==> src/design/frra_pkg.sv <==
// shared types and constants for the frame rate meter
`default_nettype none

package frra_pkg;

  localparam int unsigned IN_TDATA_W  = 64;
  localparam int unsigned OUT_TDATA_W = 40;
  localparam int unsigned CFG_IDX_W   = 2;
  localparam int unsigned CFG_DATA_W  = 50;
  localparam int unsigned TPS_W       = 50;
  localparam int unsigned LIMIT_W     = 16;
  localparam int unsigned RATE_W      = 32;
  localparam int unsigned CLASS_W     = 2;
  localparam int unsigned DIV_W       = 64;
  localparam int unsigned DIV_CNT_W   = 6;
  localparam int unsigned WHOLE_W     = 29;

  localparam logic [CFG_IDX_W-1:0] REG_TPS = 2'd0;
  localparam logic [CFG_IDX_W-1:0] REG_LOW = 2'd1;
  localparam logic [CFG_IDX_W-1:0] REG_MID = 2'd2;

  localparam logic [TPS_W-1:0]   TPS_RESET = 50'd1000000000000000;
  localparam logic [LIMIT_W-1:0] LOW_RESET = 16'd20;
  localparam logic [LIMIT_W-1:0] MID_RESET = 16'd40;

  // ceil(2^35 / 10), exact quotient by ten for any 32-bit value
  localparam logic [RATE_W-1:0] RECIP_TEN = 32'hCCCC_CCCD;
  localparam int unsigned       RECIP_SHIFT = 35;

  localparam logic [CLASS_W-1:0] CLASS_LOW  = 2'd0;
  localparam logic [CLASS_W-1:0] CLASS_MID  = 2'd1;
  localparam logic [CLASS_W-1:0] CLASS_HIGH = 2'd2;

  typedef enum logic [9:0] {
    S_IDLE  = 10'b00_0000_0001,
    S_UPD   = 10'b00_0000_0010,
    S_SUB   = 10'b00_0000_0100,
    S_CHK   = 10'b00_0000_1000,
    S_DIVA  = 10'b00_0001_0000,
    S_LOADB = 10'b00_0010_0000,
    S_DIVB  = 10'b00_0100_0000,
    S_RATE  = 10'b00_1000_0000,
    S_SCALE = 10'b01_0000_0000,
    S_OUT   = 10'b10_0000_0000
  } state_e;

  typedef struct packed {
    logic accept;
    logic upd;
    logic sub;
    logic rate_zero;
    logic div_load_a;
    logic div_load_b;
    logic div_step;
    logic rate_div;
    logic whole_calc;
    logic out_load;
  } cmd_t;

  typedef struct packed {
    logic skip;
    logic div_last;
    logic out_free;
  } status_t;

endpackage

`default_nettype wire

==> src/design/frra_ctrl.sv <==
// sequencing state machine for the frame rate meter
`default_nettype none

module frra_ctrl
  import frra_pkg::*;
(
  input  wire logic    clk_i,
  input  wire logic    rst_ni,
  input  wire logic    s_axis_tvalid,
  output logic         s_axis_tready,
  input  wire status_t status_i,
  output cmd_t         cmd_o
);

  state_e state_q, state_d;

  always_comb begin
    cmd_o         = '0;
    state_d       = state_q;
    s_axis_tready = 1'b0;
    unique case (state_q)
      S_IDLE: begin
        s_axis_tready = 1'b1;
        if (s_axis_tvalid) begin
          cmd_o.accept = 1'b1;
          state_d      = S_UPD;
        end
      end
      S_UPD: begin
        cmd_o.upd = 1'b1;
        state_d   = S_SUB;
      end
      S_SUB: begin
        cmd_o.sub = 1'b1;
        state_d   = S_CHK;
      end
      S_CHK: begin
        if (status_i.skip) begin
          cmd_o.rate_zero = 1'b1;
          state_d         = S_SCALE;
        end else begin
          cmd_o.div_load_a = 1'b1;
          state_d          = S_DIVA;
        end
      end
      S_DIVA: begin
        cmd_o.div_step = 1'b1;
        if (status_i.div_last) begin
          state_d = S_LOADB;
        end
      end
      S_LOADB: begin
        cmd_o.div_load_b = 1'b1;
        state_d          = S_DIVB;
      end
      S_DIVB: begin
        cmd_o.div_step = 1'b1;
        if (status_i.div_last) begin
          state_d = S_RATE;
        end
      end
      S_RATE: begin
        cmd_o.rate_div = 1'b1;
        state_d        = S_SCALE;
      end
      S_SCALE: begin
        cmd_o.whole_calc = 1'b1;
        state_d          = S_OUT;
      end
      S_OUT: begin
        if (status_i.out_free) begin
          cmd_o.out_load = 1'b1;
          state_d        = S_IDLE;
        end
      end
      default: begin
        state_d = S_IDLE;
      end
    endcase
  end

  always_ff @(posedge clk_i or negedge rst_ni) begin
    if (!rst_ni) begin
      state_q <= S_IDLE;
    end else begin
      state_q <= state_d;
    end
  end

endmodule

`default_nettype wire

==> config.mk <==
export PLATFORM = sky130hd
export DESIGN_NAME = frra_ctrl
export DESIGN_NICKNAME = d
export VERILOG_FILES = /design/src/design/frra_pkg.sv /design/src/design/frra_ctrl.sv
export SDC_FILE = /design/constraint.sdc
export NUM_CORES = 1
export LEC_CHECK = 0
export BUFFER_PORTS_ARGS = -buffer_cell sky130_fd_sc_hd__buf_4
export CORE_MARGIN = 8
export CORE_UTILIZATION = 39
export CTS_BUF_LIST = sky130_fd_sc_hd__clkbuf_2
export DETAILED_ROUTE_END_ITERATION = 10
export HOLD_SLACK_MARGIN = 0.03
export PLACE_DENSITY = 0.72
export SYNTH_ARGS = -nofsm -noshare
export SYNTH_HDL_FRONTEND = slang
export SYNTH_SLANG_ARGS = --single-unit
==> constraint.sdc <==
create_clock -name clk_i -period 3.17 [get_ports clk_i]
set_clock_uncertainty 0.05 [all_clocks]
set_input_delay 0.317 -clock clk_i [delete_from_list [all_inputs] [get_ports clk_i]]
set_output_delay 0.317 -clock clk_i [all_outputs]
set_load 0.005 [all_outputs]
# Word-level counts from Yosys, hierarchy flattened
# Cells that the tools add are included.
# totals
regBits	10
latchBits	0
mem_bits_rw	0
mem_bits_ro	0
word_cells	37
mem_count	0
# classes
addsub	0
mul	0
n_div	0
order_cmp	0
eq_ne	14
shift	0
mux	20
n_bitwise	0
n_reduce_logical	2
# op_table
op	n
case mux 10 bit (10 select lines)	1
2-to-1 mux 10 bit	4
2-to-1 mux 1 bit	13
equality test 10 x 1 -> 1 bit, second input constant	1
equality test 10 bit, second input constant	1
equality test 10 x 2 -> 1 bit, second input constant	1
equality test 10 x 3 -> 1 bit, second input constant	1
equality test 10 x 4 -> 1 bit, second input constant	1
equality test 10 x 5 -> 1 bit, second input constant	1
equality test 10 x 6 -> 1 bit, second input constant	1
equality test 10 x 7 -> 1 bit, second input constant	1
equality test 10 x 8 -> 1 bit, second input constant	1
equality test 10 x 9 -> 1 bit, second input constant	1
2-to-1 mux 9 bit	1
!= test 2 bit, second input constant	4
AND reduction 4 bit	1
2-to-1 mux 2 bit	1
OR reduction 2 bit	1

# Longest topological paths before layout
# Gate-level depths: netlist (run 1).
# logic_depth
word_depth	3
mapped_depth	5

# Least setup slack after synthesis (run 1)
# OpenSTA, ideal clock, no wires.
# synth_path
kind	register to output
from	register state_q[5]
to	output cmd_o[7] in the netlist's numbering
arrival_time_ps	1812
t_required_ps	2803
slack_ps	991
path_stages_with_launch	5
cell_sequence	dfrtp_1 -> or4_1 -> or4_1 -> buf_2 -> nor4b_1
# synth_lines
item	line_no	rtl
start: declaration	frra_ctrl.sv:15	state_e state_q, state_d;
start signal: assignment	frra_ctrl.sv:86	state_q <= state_d;
end: declaration	frra_ctrl.sv:12	output cmd_t cmd_o

==> metrics, run 1 <==
CP endpoint kind=output pin; Req. time, crit path=2.80 ns; Routed WL=1.49 mm; ys flop type=dfrtp_1; maximum net fanout on the critical path=11; Peak Freq=0.367 GHz; core area=0.00169 mm2; # diodes=0; initial core utilization=0.409; Seq. cell area=251 um2; fraction of layout cells with a size suffix above 1=0.250; area of the multi-input gates=379 um2; Final Max Tran Viols=0; Syn Nets=83; Vias/cell=5.63; Worst IR Drop VDD=0.000259 V; vias in the first global route=571; slowest stage delay, CP=0.56 ns; Final Hold Fails=0; crit start category=register; first-pass GRT wire length=2.48 mm; Crit path buffers/inverters=1; CP Class=register to output pin; largest register by flop count=state_q; worst hold slack=0.182 ns; I/O Buffers=16; H-tree depth=1; Pwr Density=595 mW/mm2; most frequent cells in the layout=buf_4 (16), nor2_1 (10), dfrtp_1 (9); WL/cell=13.7 um; Layout area overhead=18.8%; fin crit share=0.859; I/O pin count=17; die width=58.1 um; critical path depth=4; CTS Sinks=10; Seq/Total Area, Yosys=0.364; CP max-delay cell=or4_1; Clock Pin Slew Worst Setup and Hold Paths=0.10 ns; Worst Tran Pin Value=0.451 ns; antenna violations before repair=0; DP HPWL=1.18 mm; Period minus WS final=2.72 ns; final setup fails=0; worst path cell trace=or4_1 > or4_1 > nor4b_1 > buf_4; Final TNS setup=0 ns; Post-CTS Resized=0; Crit path top cell by count=or4_1; Worst EP arrival=2.36 ns; Crit path max-delay family=simple AND/OR/NAND/NOR gates; drt drc=0; Post-DP Area=791 um2; largest registers=state_q: 10 flops; type of the worst min-delay path=input port to register; clk_lat worst skew=0.25 ns; YS warnings=0; Max-Slew Margin vs Limit=0.697; clk root buf=clkbuf_2; DRT Pass-1 Iters=4; max reg flops=10; Rows=15; Post-synth ARST share=1.00; Iter 0 DRT Violations=16; clock buffer count from CTS=3; Final ANT Viol Nets=0; RSZ-0062 raised after global routing=no; design area=821 um2; clock buffer depth=2; Synth Instances=77; flops & latches, synth=10; largest net degree at the start of global routing=12; status=finished clean; GRT Util Overall=0.0932; average cell area after synthesis=8.97 um2; max cap viols=0; DIE AREA=0.00337 mm2; Synth cell types=34; area of the mapped netlist=691 um2; Pleak=0.397 nW; vias=614; CTS tree=built; final net count=99; gr ovfl total=0; most common cell after layout, fill and taps aside=buf_4; fill cell count=164; Post-synth EDFFs=0; placer's final routability congestion estimate=0.824; R2R cell count=4; chip height=58.1 um; worst hold stages=2
stage by stage:
| stage | total power (W) | util | instances | setup WS (ns) |
|---|---|---|---|---|
| floorplan | 0.000342 | - | 77 | 0.991 |
| global placement | 0.000407 | 0.468 | 104 | 0.766 |
| detailed placement | 0.000414 | 0.468 | 104 | 0.743 |
| CTS | 0.000495 | 0.486 | 109 | 0.430 |
| global route | 0.000533 | 0.486 | 109 | 0.318 |
| finish | 0.000488 | 0.486 | 109 | 0.446 |
routing by layer:
metal / track usage / vias to the layer above / share of wire
li1: - / 317 / -
met1: 0.104 / 276 / 0.46
met2: 0.154 / 21 / 0.45
met3: 0.0596 / 0 / 0.093
met4: 0 / 0 / 0
met5: 0 / - / 0
final timing paths:
| path | start | slack [ns] | to |
|---|---|---|---|
| setup / recovery | state_q[4]$_DFFE_PN0P_ | 0.45 | cmd_o[8] |
| hold / removal | status_i[2] | 0.18 | state_q[4]$_DFFE_PN0P_ |
| setup reg to reg | state_q[4]$_DFFE_PN0P_ | 1.05 | state_q[9]$_DFFE_PN0P_ |
| hold reg to reg | state_q[0]$_DFFE_PN1P_ | 0.51 | state_q[0]$_DFFE_PN1P_ |
| max in group asynchronous | rst_ni | 2.48 | state_q[0]$_DFFE_PN1P_ |
| min in group asynchronous | rst_ni | 0.37 | state_q[2]$_DFFE_PN0P_ |
synthesized netlist by cell type (all sizes together), types with 3 or more instances:
master | instances | area (um2)
clkbuf | 4 | 25.0
nor4b | 5 | 58.8
dfrtp | 9 | 225
nor3 | 4 | 20.0
nor2 | 10 | 37.5
o21ai | 3 | 15.0
nand2 | 3 | 11.3
inv | 5 | 18.8
or4 | 3 | 22.5
area by class of cell:
cell class,count,share of cell area
flip-flops and latches,10,0.306
well taps,17,0.0259
inverters,5,0.0229
clock buffers,4,0.0244
multi-input cells,56,0.462
repair buffers,17,0.159
power breakdown:
group / leakage [nW] / internal (W) / switching (W) / total (W)
clock network: 0.0166 / 0.0000335 / 0.0000448 / 0.0000783
registers: 0.135 / 0.000151 / 0.0000378 / 0.000188
logic: 0.246 / 0.000101 / 0.000121 / 0.000221
logic make-up after synthesis:
family,Yosys count,synth area share
flops,10,0.364
simple gates,38,0.350
compound gates,15,0.161
buf+inv,11,0.0869
xor+xnor,3,0.0381
repair_timing:
item                                   4_1_cts  5_1_grt
hold buffers                                 1        0
setup buffers                                0        0
endpoints found under the hold margin       10        0
(Power assumes the default switching activity.)
==> inputs of run 2 (changes only) <==
--- a/config.mk
+++ b/config.mk
@@ -7,11 +7,11 @@
 export LEC_CHECK = 0
 export BUFFER_PORTS_ARGS = -buffer_cell sky130_fd_sc_hd__buf_4
 export CORE_MARGIN = 8
-export CORE_UTILIZATION = 39
+export CORE_UTILIZATION = 40
 export CTS_BUF_LIST = sky130_fd_sc_hd__clkbuf_2
 export DETAILED_ROUTE_END_ITERATION = 10
 export HOLD_SLACK_MARGIN = 0.03
-export PLACE_DENSITY = 0.72
+export PLACE_DENSITY = 0.74
 export SYNTH_ARGS = -nofsm -noshare
 export SYNTH_HDL_FRONTEND = slang
 export SYNTH_SLANG_ARGS = --single-unit
==> run 2 against run 1 <==
Compared with the run above: clock-buffer cell count is the same; die area shrank 1.8%; utilization grew 0.55 points; largest cell class unchanged; routed wire length grew 6.2%; register-to-register slack is essentially flat; critical endpoint is now cmd_o[7].
==> metrics, run 2 (synthesized netlist as in run 1, its figures left out) <==
status=finished clean; Final Max Tran Viols=0 (unchanged); CP endpoint kind=output pin; final setup fails=0 (unchanged); pre-CTS setup slack=0.693 ns (-0.0499 ns); Power Total=0.000492 W (+0.80%); Post-CTS Resized=0 (unchanged); setup ws final=0.389 ns (-0.0569 ns); Pleak=0.397 nW (unchanged); hold path start=status_i[2]; max reg flops=10 (unchanged); final net count=99 (unchanged); Crit path buffers/inverters=1 (unchanged); Final TNS setup=0 ns (unchanged); worst path cell trace=or4_1 > or4_1 > nor4b_1 > buf_4; # diodes=0 (unchanged); Period minus WS final=2.78 ns (+0.0569 ns); CTS Sinks=10 (unchanged); Finished Core Util=0.491 (+0.00546); crit start category=register; die width=57.6 um (-0.90%); core area=0.00167 mm2 (-1.1%); gr ovfl total=0 (unchanged); largest net degree at the start of global routing=12 (unchanged); Routed WL=1.58 mm (+6.2%); Setup crit start=state_q[4]$_DFFE_PN0P_; chip height=57.6 um (-0.90%); type of the worst min-delay path=input port to register; WL/cell=14.5 um (+6.2%); max cap viols=0 (unchanged); Rows=15 (unchanged); Crit path top cell by count=or4_1; Post-DP Area=791 um2 (unchanged); Layout area overhead=18.8% (unchanged); most common cell after layout, fill and taps aside=buf_4; Vias/cell=5.75 (+2.1%); DIE AREA=0.00331 mm2 (-1.8%); CTS tree=built; fraction of layout cells with a size suffix above 1=0.250 (unchanged); launching point of the worst reg2reg path=state_q[4]$_DFFE_PN0P_; Worst EP arrival=2.41 ns (+0.05 ns); design area=821 um2 (unchanged); Final Hold Fails=0 (unchanged); antenna violations before repair=0 (unchanged); Iter 0 DRT Violations=6 (-10); Worst Tran Pin Value=0.472 ns (+0.0203 ns); Worst IR Drop VDD=0.000220 V (-15%); vias in the first global route=603 (+5.6%); CP max-delay cell=or4_1; initial core utilization=0.413 (+0.00459); Final ANT Viol Nets=0 (unchanged); GRT Util Overall=0.0980 (+0.00477); CTS Hold Bufs=1 (unchanged); Crit path max-delay family=simple AND/OR/NAND/NOR gates; Max-Slew Margin vs Limit=0.683 (-0.0137); Clock Pin Slew Worst Setup and Hold Paths=0.11 ns (about the same); most frequent cells in the layout=buf_4 (16), nor2_1 (10), dfrtp_1 (9); clk root buf=clkbuf_2; maximum net fanout on the critical path=11 (unchanged); largest registers=state_q: 10 flops; placer's final routability congestion estimate=0.807 (-2.1%); I/O Buffers=16 (unchanged); I/O pin count=17 (unchanged); clock buffer depth=2 (unchanged); fin crit share=0.877 (+0.0179); RSZ-0062 raised after global routing=no; Peak Freq=0.360 GHz (-2.0%); slowest stage delay, CP=0.56 ns (about the same); clock buffer count from CTS=3 (unchanged); Pwr Density=599 mW/mm2 (+0.80%); largest register by flop count=state_q; DRT Pass-1 Iters=4 (unchanged); Req. time, crit path=2.80 ns (about the same); post-CTS setup buffers=0 (unchanged); DP HPWL=1.16 mm (-2.1%); drt drc=0 (unchanged); clk_lat worst skew=0.27 ns (+0.02 ns); first-pass GRT wire length=2.59 mm (+4.7%); H-tree depth=1 (unchanged); CP Class=register to output pin; vias=627 (+2.1%)
## run 2: cell counts in the layout (fill, tap and decap cells not counted)
No cell type changed its count.
## run 2: final timing paths
kind	to	slack (ns)	cells after the start
worst max-delay path	cmd_o[7]	0.39	4
worst min-delay path	state_q[4]$_DFFE_PN0P_	0.17	2
worst max register to register	state_q[9]$_DFFE_PN0P_	1.04	4
worst min register to register	state_q[0]$_DFFE_PN1P_	0.51	2
max in group asynchronous	state_q[0]$_DFFE_PN1P_	2.49	2
min in group asynchronous	state_q[6]$_DFFE_PN0P_	0.35	2
## run 2: where the power goes
part	switching [W]	internal, W	total (W)
Sequential	0.0000397	0.000151	0.000190
Clock	0.0000477	0.0000335	0.0000812
Combinational	0.000120	0.000100	0.000221
## run 2: per-stage QoR
step / instances / hold WS [ns]
after floorplan: 77 / -0.0286
after global placement: 104 / 0.106
after detailed placement: 104 / 0.109
after CTS: 109 / 0.163
after global routing: 109 / 0.158
final: 109 / 0.169
## run 2: layout make-up
cell class,count,area [um2]
fillers,166,850
multi-input cells,56,379
flip-flops and latches,10,251
repair buffers,17,130
well taps,17,21.3
clock buffers,4,20.0
inverters,5,18.8
## run 2: worst register-to-register path, stage by stage (launching register included)
cell and delay [ns]:
dfrtp_1 0.51, or4_1 0.55, or4_1 0.56, nor4b_4 0.28, a41o_2 0.13
## run 2: layer usage
layer / up-vias / wire length, um / global-route usage
met5: - / 0 / 0
met4: 0 / 6 / 0.0179
met3: 3 / 139 / 0.0628
met2: 18 / 718 / 0.150
met1: 292 / 720 / 0.113
li1: 314 / - / -
==> inputs of run 3 (changes only) <==
--- a/config.mk
+++ b/config.mk
@@ -6,12 +6,13 @@
 export NUM_CORES = 1
 export LEC_CHECK = 0
 export BUFFER_PORTS_ARGS = -buffer_cell sky130_fd_sc_hd__buf_4
-export CORE_MARGIN = 8
-export CORE_UTILIZATION = 40
+export CORE_AREA = 8 8 45 47
 export CTS_BUF_LIST = sky130_fd_sc_hd__clkbuf_2
 export DETAILED_ROUTE_END_ITERATION = 10
+export DIE_AREA = 0 0 53 55
 export HOLD_SLACK_MARGIN = 0.03
-export PLACE_DENSITY = 0.74
+export PLACE_DENSITY = 0.89
+export RECOVER_POWER = 100
 export SYNTH_ARGS = -nofsm -noshare
 export SYNTH_HDL_FRONTEND = slang
 export SYNTH_SLANG_ARGS = --single-unit
==> run 3 against run 2 <==
Compared with the run above: cell area shrank 2.4%; routed wire length shrank 9.5%; non-clock buffer count is the same.
==> metrics, run 3 (synthesized netlist as in run 1, its figures left out) <==
Crit path top cell by count=or4_1; CTS tree=built; crit start category=register; final setup fails=0 (unchanged); drt drc=0 (unchanged); Final Max Tran Viols=0 (unchanged); DIE AREA=0.00292 mm2 (-12%); most common cell after layout, fill and taps aside=nor2_1; largest registers=state_q: 10 flops; Worst EP arrival=2.53 ns (+0.12 ns); Finished Layout Cells=108 (-0.92%); WL/cell=13.3 um (-8.6%); clock buffer depth=2 (unchanged); CTS Sinks=10 (unchanged); CP endpoint kind=output pin; largest register by flop count=state_q; chip height=55 um (-4.4%); max cap viols=0 (unchanged); vias=631 (+0.64%); Final ANT Viol Nets=0 (unchanged); type of the worst min-delay path=input port to register; max reg flops=10 (unchanged); GRT Util Overall=0.105 (+0.00676); final net count=99 (unchanged); Max-Slew Margin vs Limit=0.630 (-0.0531); largest net degree at the start of global routing=12 (unchanged); Seq pwr share=0.391 (+0.004); most frequent cells in the layout=nor2_1 (10), buf_4 (9), dfrtp_1 (9); initial core utilization=0.499 (+0.0856); Cells after DPL=103 (-0.96%); Vias/cell=5.84 (+1.6%); RSZ-0062 raised after global routing=no; fin crit share=0.914 (+0.0370); DP HPWL=1.10 mm (-5.0%); clock buffer count from CTS=3 (unchanged); die width=53 um (-7.9%); Worst Tran Pin Value=0.555 ns (+0.0833 ns); Pleak=0.388 nW (-2.4%); Period minus WS final=2.90 ns (+0.117 ns); DRT Pass-1 Iters=5 (+1); gr ovfl total=0 (unchanged); Rows=14 (-1); Final Hold Fails=0 (unchanged); slowest stage delay, CP=0.55 ns (about the same); switch share=0.407 (-0.0150); CP Class=register to output pin; antenna violations before repair=0 (unchanged); clk_lat worst skew=0.25 ns (-0.02 ns); CP max-delay cell=or4_1; Iter 0 DRT Violations=14 (+8); H-tree depth=1 (unchanged); maximum net fanout on the critical path=11 (unchanged); post-CTS setup buffers=0 (unchanged); first-pass GRT wire length=2.33 mm (-10%); P_sw=0.000193 W (-7.0%); Layout area overhead=15.9%; clock share of power=0.158 (-0.007); Peak Freq=0.345 GHz (-4.1%); vias in the first global route=560 (-7.1%); worst path cell trace=or4_1 > or4_1 > nor4b_1 > buf_4; Final TNS setup=0 ns (unchanged); status=finished clean; Clock Pin Slew Worst Setup and Hold Paths=0.10 ns (about the same); core area=0.00138 mm2 (-17%); cell internal pwr=0.000281 W (-1.1%); Comb pwr share=0.451 (+0.003); clk root buf=clkbuf_2; placer's final routability congestion estimate=0.788 (-2.4%); Pwr Density=593 mW/mm2 (-1.1%); # diodes=0 (unchanged); I/O pin count=17 (unchanged); fraction of layout cells with a size suffix above 1=0.228 (-0.0217); Worst IR Drop VDD=0.000316 V (+44%); Post-CTS Resized=0 (unchanged); I/O Buffers=16 (unchanged); Req. time, crit path=2.80 ns (about the same); Routed WL=1.43 mm (-9.5%)
-- run 3: changes by cell type in the layout (fill, tap and decap cells not counted) --
cell | previous run | this run
nor4b_4 | 1 | 0
clkbuf_4 | 0 | 6
clkbuf_1 | 0 | 1
nor4b_1 | 4 | 5
and2_0 | 0 | 2
and2_1 | 2 | 0
buf_4 | 16 | 9
-- run 3: final cells by class --
cell class	instances	area, um2
tap	16	20.0
clock buffer	4	20.0
timing repair buffer	17	126
sequential	10	251
inverter	5	18.8
multi-input combinational	56	364
fill	131	583
-- run 3: worst paths after layout --
check,start,endpoint,slack [ns],cells past startpoint
max,state_q[4]$_DFFE_PN0P_,cmd_o[1],0.27,4
min,status_i[2],state_q[4]$_DFFE_PN0P_,0.19,2
max reg2reg,state_q[4]$_DFFE_PN0P_,state_q[9]$_DFFE_PN0P_,0.81,4
min reg2reg,state_q[0]$_DFFE_PN1P_,state_q[0]$_DFFE_PN1P_,0.53,2
max in group asynchronous,rst_ni,state_q[0]$_DFFE_PN1P_,2.19,2
min in group asynchronous,rst_ni,state_q[4]$_DFFE_PN0P_,0.50,2
-- run 3: repair_timing --
item                                    CTS  global route
endpoints found under the setup margin    0             0
hold buffers                              1             0
hold endpoints to repair                  9             0
-- run 3: routing by layer --
layer / track usage / wire length [um] / up-vias
li1: - / - / 313
met1: 0.128 / 672 / 294
met2: 0.160 / 654 / 21
met3: 0.0374 / 91 / 3
met4: 0.0517 / 15 / 0
met5: 0 / 0 / -
-- run 3: critical path: cells and delay by family, from the launching register on --
| family | cells | cell delay, ns |
|---|---|---|
| AND/OR/NAND/NOR | 3 | 1.58 |
| buffers and inverters | 1 | 0.21 |
| flip-flops | 1 | 0.50 |
-- run 3: power groups by stage --
stage	Clock (W)	Sequential, W	Combinational, W
6_report	0.0000749	0.000186	0.000214
3_3_place_gp	0	0.000190	0.000214
3_5_place_dp	0	0.000191	0.000221
4_1_cts	0.0000785	0.000189	0.000222
5_1_grt	0.0000860	0.000189	0.000240
2_1_floorplan	0	0.000174	0.000168
-- run 3: through the flow --
step                      power (W)  hold WS, ns  utilization  cell area, um2  setup slack, ns
final                      0.000474        0.187        0.579             801            0.271
after global routing       0.000516        0.163        0.579             801            0.165
after CTS                  0.000490        0.179        0.592             820            0.443
after detailed placement   0.000412        0.104        0.571             790            0.737
after global placement     0.000405        0.102        0.571             790            0.781
after floorplan            0.000342      -0.0286            -             691            0.991
